[config.mk]
export PLATFORM = sky130hd
export DESIGN_NAME = gha_csr
export DESIGN_NICKNAME = d
export VERILOG_FILES = /design/src/hdl/gha_pkg.sv /design/src/hdl/gha_csr.sv
export SDC_FILE = /design/constraint.sdc
export NUM_CORES = 1
export LEC_CHECK = 0
export BUFFER_PORTS_ARGS = -buffer_cell sky130_fd_sc_hd__buf_2
export CORE_ASPECT_RATIO = 1.1
export CORE_MARGIN = 4
export CORE_UTILIZATION = 34
export DETAILED_ROUTE_END_ITERATION = 10
export PLACE_DENSITY_LB_ADDON = 0.08
export SYNTH_ARGS = -nofsm -noshare
export SYNTH_HDL_FRONTEND = slang
export SYNTH_SLANG_ARGS = --single-unit
[constraint.sdc]
create_clock -name clock -period 1.2 [get_ports clock]
set_clock_uncertainty 0.15 [all_clocks]
set_input_delay 0.18 -clock clock [delete_from_list [all_inputs] [get_ports clock]]
set_output_delay 0.18 -clock clock [all_outputs]
set_load 0.03 [all_outputs]
[src/hdl/gha_pkg.sv]
`default_nettype none

package gha_pkg;

   // Handle geometry
   localparam int IDX_W       = 12;
   localparam int GEN_W       = 8;
   localparam int FILL_W      = IDX_W + 1;
   localparam int RUN_W       = 7;
   localparam int INDEX_SLOTS = 1 << IDX_W;
   localparam int MAX_RUN     = 64;
   localparam int TOTAL_W     = 32;
   localparam int CSR_DATA_W  = 32;
   localparam int CSR_ADDR_W  = 3;

   typedef logic [IDX_W-1:0]      index_type;
   typedef logic [GEN_W-1:0]      gen_type;
   typedef logic [FILL_W-1:0]     fill_type;
   typedef logic [RUN_W-1:0]      run_type;
   typedef logic [1:0]            mode_type;
   typedef logic [1:0]            status_type;
   typedef logic [TOTAL_W-1:0]    total_type;
   typedef logic [CSR_DATA_W-1:0] csr_data_type;
   typedef logic [CSR_ADDR_W-1:0] csr_addr_type;

   // Request modes
   localparam mode_type MODE_CREATE  = 2'd0;
   localparam mode_type MODE_RUN     = 2'd1;
   localparam mode_type MODE_DESTROY = 2'd2;

   // Result status codes
   localparam status_type STAT_CREATED   = 2'd0;
   localparam status_type STAT_FULL      = 2'd1;
   localparam status_type STAT_DESTROYED = 2'd2;
   localparam status_type STAT_STALE     = 2'd3;

   // Register indexes
   localparam logic REG_REUSE_MIN_FREE = 1'b0;

endpackage

`default_nettype wire

[src/hdl/gha_csr.sv]
`default_nettype none

module gha_csr (
   input  wire                    clock,
   input  wire                    reset,
   input  wire                    csr_psel,
   input  wire                    csr_penable,
   input  wire                    csr_pwrite,
   input  gha_pkg::csr_addr_type  csr_paddr,
   input  gha_pkg::csr_data_type  csr_pwdata,
   output gha_pkg::csr_data_type  csr_prdata,
   output logic                   csr_pready,
   output gha_pkg::index_type     reuse_min_free
);
   import gha_pkg::*;

   index_type reuse_min_free_ff;
   index_type reuse_min_free_in;
   logic      wr_hit;

   // register index sits above the word offset
   assign wr_hit = csr_psel && csr_penable && csr_pwrite && csr_pready &&
                   (csr_paddr[CSR_ADDR_W-1] == REG_REUSE_MIN_FREE);

   always_comb begin
      reuse_min_free_in = reuse_min_free_ff;
      if (wr_hit) begin
         reuse_min_free_in = csr_pwdata[IDX_W-1:0];
      end
   end

   always_ff @(posedge clock) begin
      if (reset) begin
         reuse_min_free_ff <= '0;
      end else begin
         reuse_min_free_ff <= reuse_min_free_in;
      end
   end

   always_comb begin
      csr_prdata = '0;
      if (csr_paddr[CSR_ADDR_W-1] == REG_REUSE_MIN_FREE) begin
         csr_prdata = CSR_DATA_W'(reuse_min_free_ff);
      end
   end

   assign csr_pready     = 1'b1;
   assign reuse_min_free = reuse_min_free_ff;

endmodule

`default_nettype wire

After elaboration in Yosys (flattened, before gate mapping) --
Cells that the tools add are included.
Operators by class: bitwise logic cells 1, reductions and logical operators 3, multiplexer cells 1
Operator list (count):
- $mux 12 | 1
- $logic_and 1x1->1 | 3
- $not 1->1 | 1
Storage, ports and cells: input port bits 40, word-level logic and storage cells 6, register bits 12

Longest topological paths before layout --
depth in word-level cells 3, depth in mapped cells 4, gate-level depth less buffers 2

Worst setup path after synthesis --
OpenSTA, ideal clock, no wires.
path kind register to output, start point reg reuse_min_free_ff[0], in the netlist reuse_min_free[0], end point out csr_prdata[0], arrival 1.011 ns, path buffers 0, path slack -0.141 ns, data required time 0.870 ns, stages on the path, launching flop included 2, cell sequence dfxtp_1 nor2b_1
On the way: word-level cells in the longest chain between the ends 1
RTL lines:
- start: declaration | RTL line gha_csr.sv:17 | index_type reuse_min_free_ff;
- start signal: assignment | RTL line gha_csr.sv:36 | reuse_min_free_ff <= reuse_min_free_in;
- $mux 12 | RTL line gha_csr.sv:42 | if (csr_paddr[CSR_ADDR_W-1] == REG_REUSE_MIN_FREE) begin
- end: declaration | RTL line gha_csr.sv:11 | output gha_pkg::csr_data_type csr_prdata,
Every way passes these cells.

Final worst setup path --
start point reg reuse_min_free_ff[11], in the netlist reuse_min_free[11], end point out csr_prdata[11]
The elaborated chain is that of the path after synthesis.

==> summary.txt <==
Synthesis
  • Unique masters post-synth: 11
  • Synth area leaders: dfxtp_1, buf_4, nand2b_1
  • Flops & latches, synth: 12
  • Main combinational cell family by area after synthesis: simple AND/OR/NAND/NOR gates
  • Avg Inst Size Synth: 9.08 µm²
  • Multiplexer share of the synthesized area: 14.9%
  • Cell taking the most area after synthesis: dfxtp_1
  • Post-Syn Area: 808 µm²
  • Synth top area share: 29.7%
  • XOR/XNOR Fraction of Synth Area: 0%
  • Simple-Gate Fraction of Synth Area: 29.7%
  • YS warnings: 0
  • Synth Area in Compound Gates: 0%
  • Post-Synth Adder-Cell Area: 0%
  • Sequential fraction of the synthesis area: 29.7%
  • Mapped Cells: 89

Clocking
  • Root Buffer: clkbuf_4
  • CTS Buffer Depth: 2
  • CTS Buf Count: 3
  • TritonCTS clock tree: yes
  • Clock sinks: 12
  • Worst-Skew Late Latency: 0.27 ns
  • H-tree Lvls: 1
  • Clk pin slew, worst setup/hold paths: 0.08 ns

Run
  • Max-capacitance violation count: 0

Setup path
  • CP Capture Type: output port
  • Reg2Reg Depth: 3
  • R2r startpoint: reuse_min_free[2]
  • Worst Path Class, Setup: register to output port
  • Crit Path Max Fanout: 3
  • Worst Setup SP: reuse_min_free[11]
  • CP required: 0.87 ns
  • Worst Path Arrival: 0.91 ns
  • Reg2Reg Setup Slack: 0.38 ns
  • Startpoint Class: register
  • Reg2reg end: reuse_min_free[2]

Power
  • Pwr Density: 798 mW/mm²
  • Worst VDD drop: 0.575 mV
  • Leak Pwr: 0.575 nW

Place
  • Post-DP HPWL: 1250 µm
  • DP Area: 992 µm²
  • IO Port Bufs: 41
  • RD Place Congestion: 0.651

STA
  • WHS: 0.0128 ns
  • Crit share post-route: 104%
  • Final count of negative-setup-slack endpoints: 8
  • Final setup margin: -0.0444 ns
  • RSZ-0062 raised after global routing: yes
  • Max Clock Freq: 804 MHz
  • Final Max Tran Viols: 0
  • Fin. Hold Viols: 0
  • Minimum clock period: 1.24 ns

Detailed routing
  • Vias per cell: 3.86
  • Max Used Layer: met4
  • Iter 0 DRT Violations: 0
  • # DRC: 0
  • Drt pass-1 iters: 1
  • WL met1: 665 µm
  • Remaining antenna violation count: 0
  • Wire length per cell: 10.5 µm
  • WL met2: 917 µm
  • WL final: 1780 µm
  • Vias: 652
  • Wire length on met3: 166 µm

Min path
  • Hold Path Sink: reuse_min_free[8]
  • Min-Delay Startpoint: csr_pwdata[8]
  • Hold Crit Depth: 3
  • Worst Hold Class: input pin to register

Layout
  • Register area: 255 µm²
  • N_diodes: 0
  • Max reg flops: 12
  • Commonest cells after routing, fill and taps aside: buf_2, nand2b_1, conb_1
  • Final instance area: 0.00124 mm²
  • Area of the multi-input gates: 514 µm²
  • Commonest non-fill, non-tap cell in the layout: buf_2
  • Fill cells: 230
  • Final nets: 180
  • Fraction of layout cells with a size suffix above 1: 54.0%
  • Area growth syn-to-layout: 53.6%

Die
  • Chip Width: 54.5 µm
  • Initial core utilization: 35.9%
  • Die height: 59.1 µm
  • Die area: 0.00322 mm²
  • Core area: 0.00225 mm²
  • Std cell rows: 18
  • Num ports: 85

Global route
  • Total GRT Usage: 12.5%
  • First-pass GRT wire length: 2870 µm
  • Initial antenna violation count: 0
  • Largest net degree at the start of global routing: 25
  • Vias in the first global route: 675
  • Final global-route overflow total: 0

Run status
  • Status: complete, but fails checks
  • Failing checks: negative setup slack
-- worst max-delay path, stage by stage (launching register included) --
cell	delay, ns
dfxtp_2	0.33
and2b_2	0.19
buf_6	0.13
-- repair_timing --
action	CTS	global route
endpoints found under the setup margin	12	12
gates resized for setup	44	0
setup buffers	2	1
hold buffers	6	0
hold endpoints to repair	6	0
-- cell type report --
cell class	instances	share of cell area [%]
clock buffers	4	2.92
repair buffers	53	32.1
flip-flops and latches	12	20.6
multi-input cells	70	41.4
well taps	30	3.02
-- power breakdown --
part / internal, mW / switching [mW]
registers: 0.408 / 0.00610
clock network: 0.184 / 0.133
logic: 0.0904 / 0.169
-- through the flow --
stage	power (mW)	setup TNS (ns)	std cells	worst slack, ns	utilization, %
4_1_cts	1.01	-0.270	168	-0.0615	54.8
3_5_place_dp	0.648	0	156	0.0123	44.1
2_1_floorplan	0.648	-0.118	108	-0.0147	-
6_report	0.990	-0.128	169	-0.0444	55.1
3_3_place_gp	0.646	0	156	0.0186	44.1
5_1_grt	1.05	-0.678	169	-0.0884	55.1
-- how the worst max path moves through the flow --
stage	end	slack (ns)	cells past startpoint
after floorplan	csr_prdata[1]	-0.01	1
after global placement	reuse_min_free[6]	0.02	4
after detailed placement	reuse_min_free[8]	0.01	4
after CTS	csr_prdata[11]	-0.06	2
after global routing	csr_prdata[11]	-0.09	2
final	csr_prdata[11]	-0.04	2
-- per-layer routing --
metal  GRT usage [%]  vias up
li1                -      332
met1            12.7      282
met2            22.6       36
met3            4.79        2
met4            4.27        0
met5               0        -
-- Yosys cell counts --
master / number
dfxtp_1: 12
and2b_2: 2
conb_1: 2
nand2b_1: 24
mux2i_1: 12
buf_12: 1
buf_4: 21
buf_6: 1
and4b_1: 1
nor2b_1: 10
clkbuf_1: 3
-- logic make-up after synthesis --
| kind of cell | Yosys count |
|---|---|
| mux | 12 |
| other cells | 2 |
| flops | 12 |
| simple gates | 37 |
| buf+inv | 26 |
Note: power is estimated with default switching activity, not from simulation.
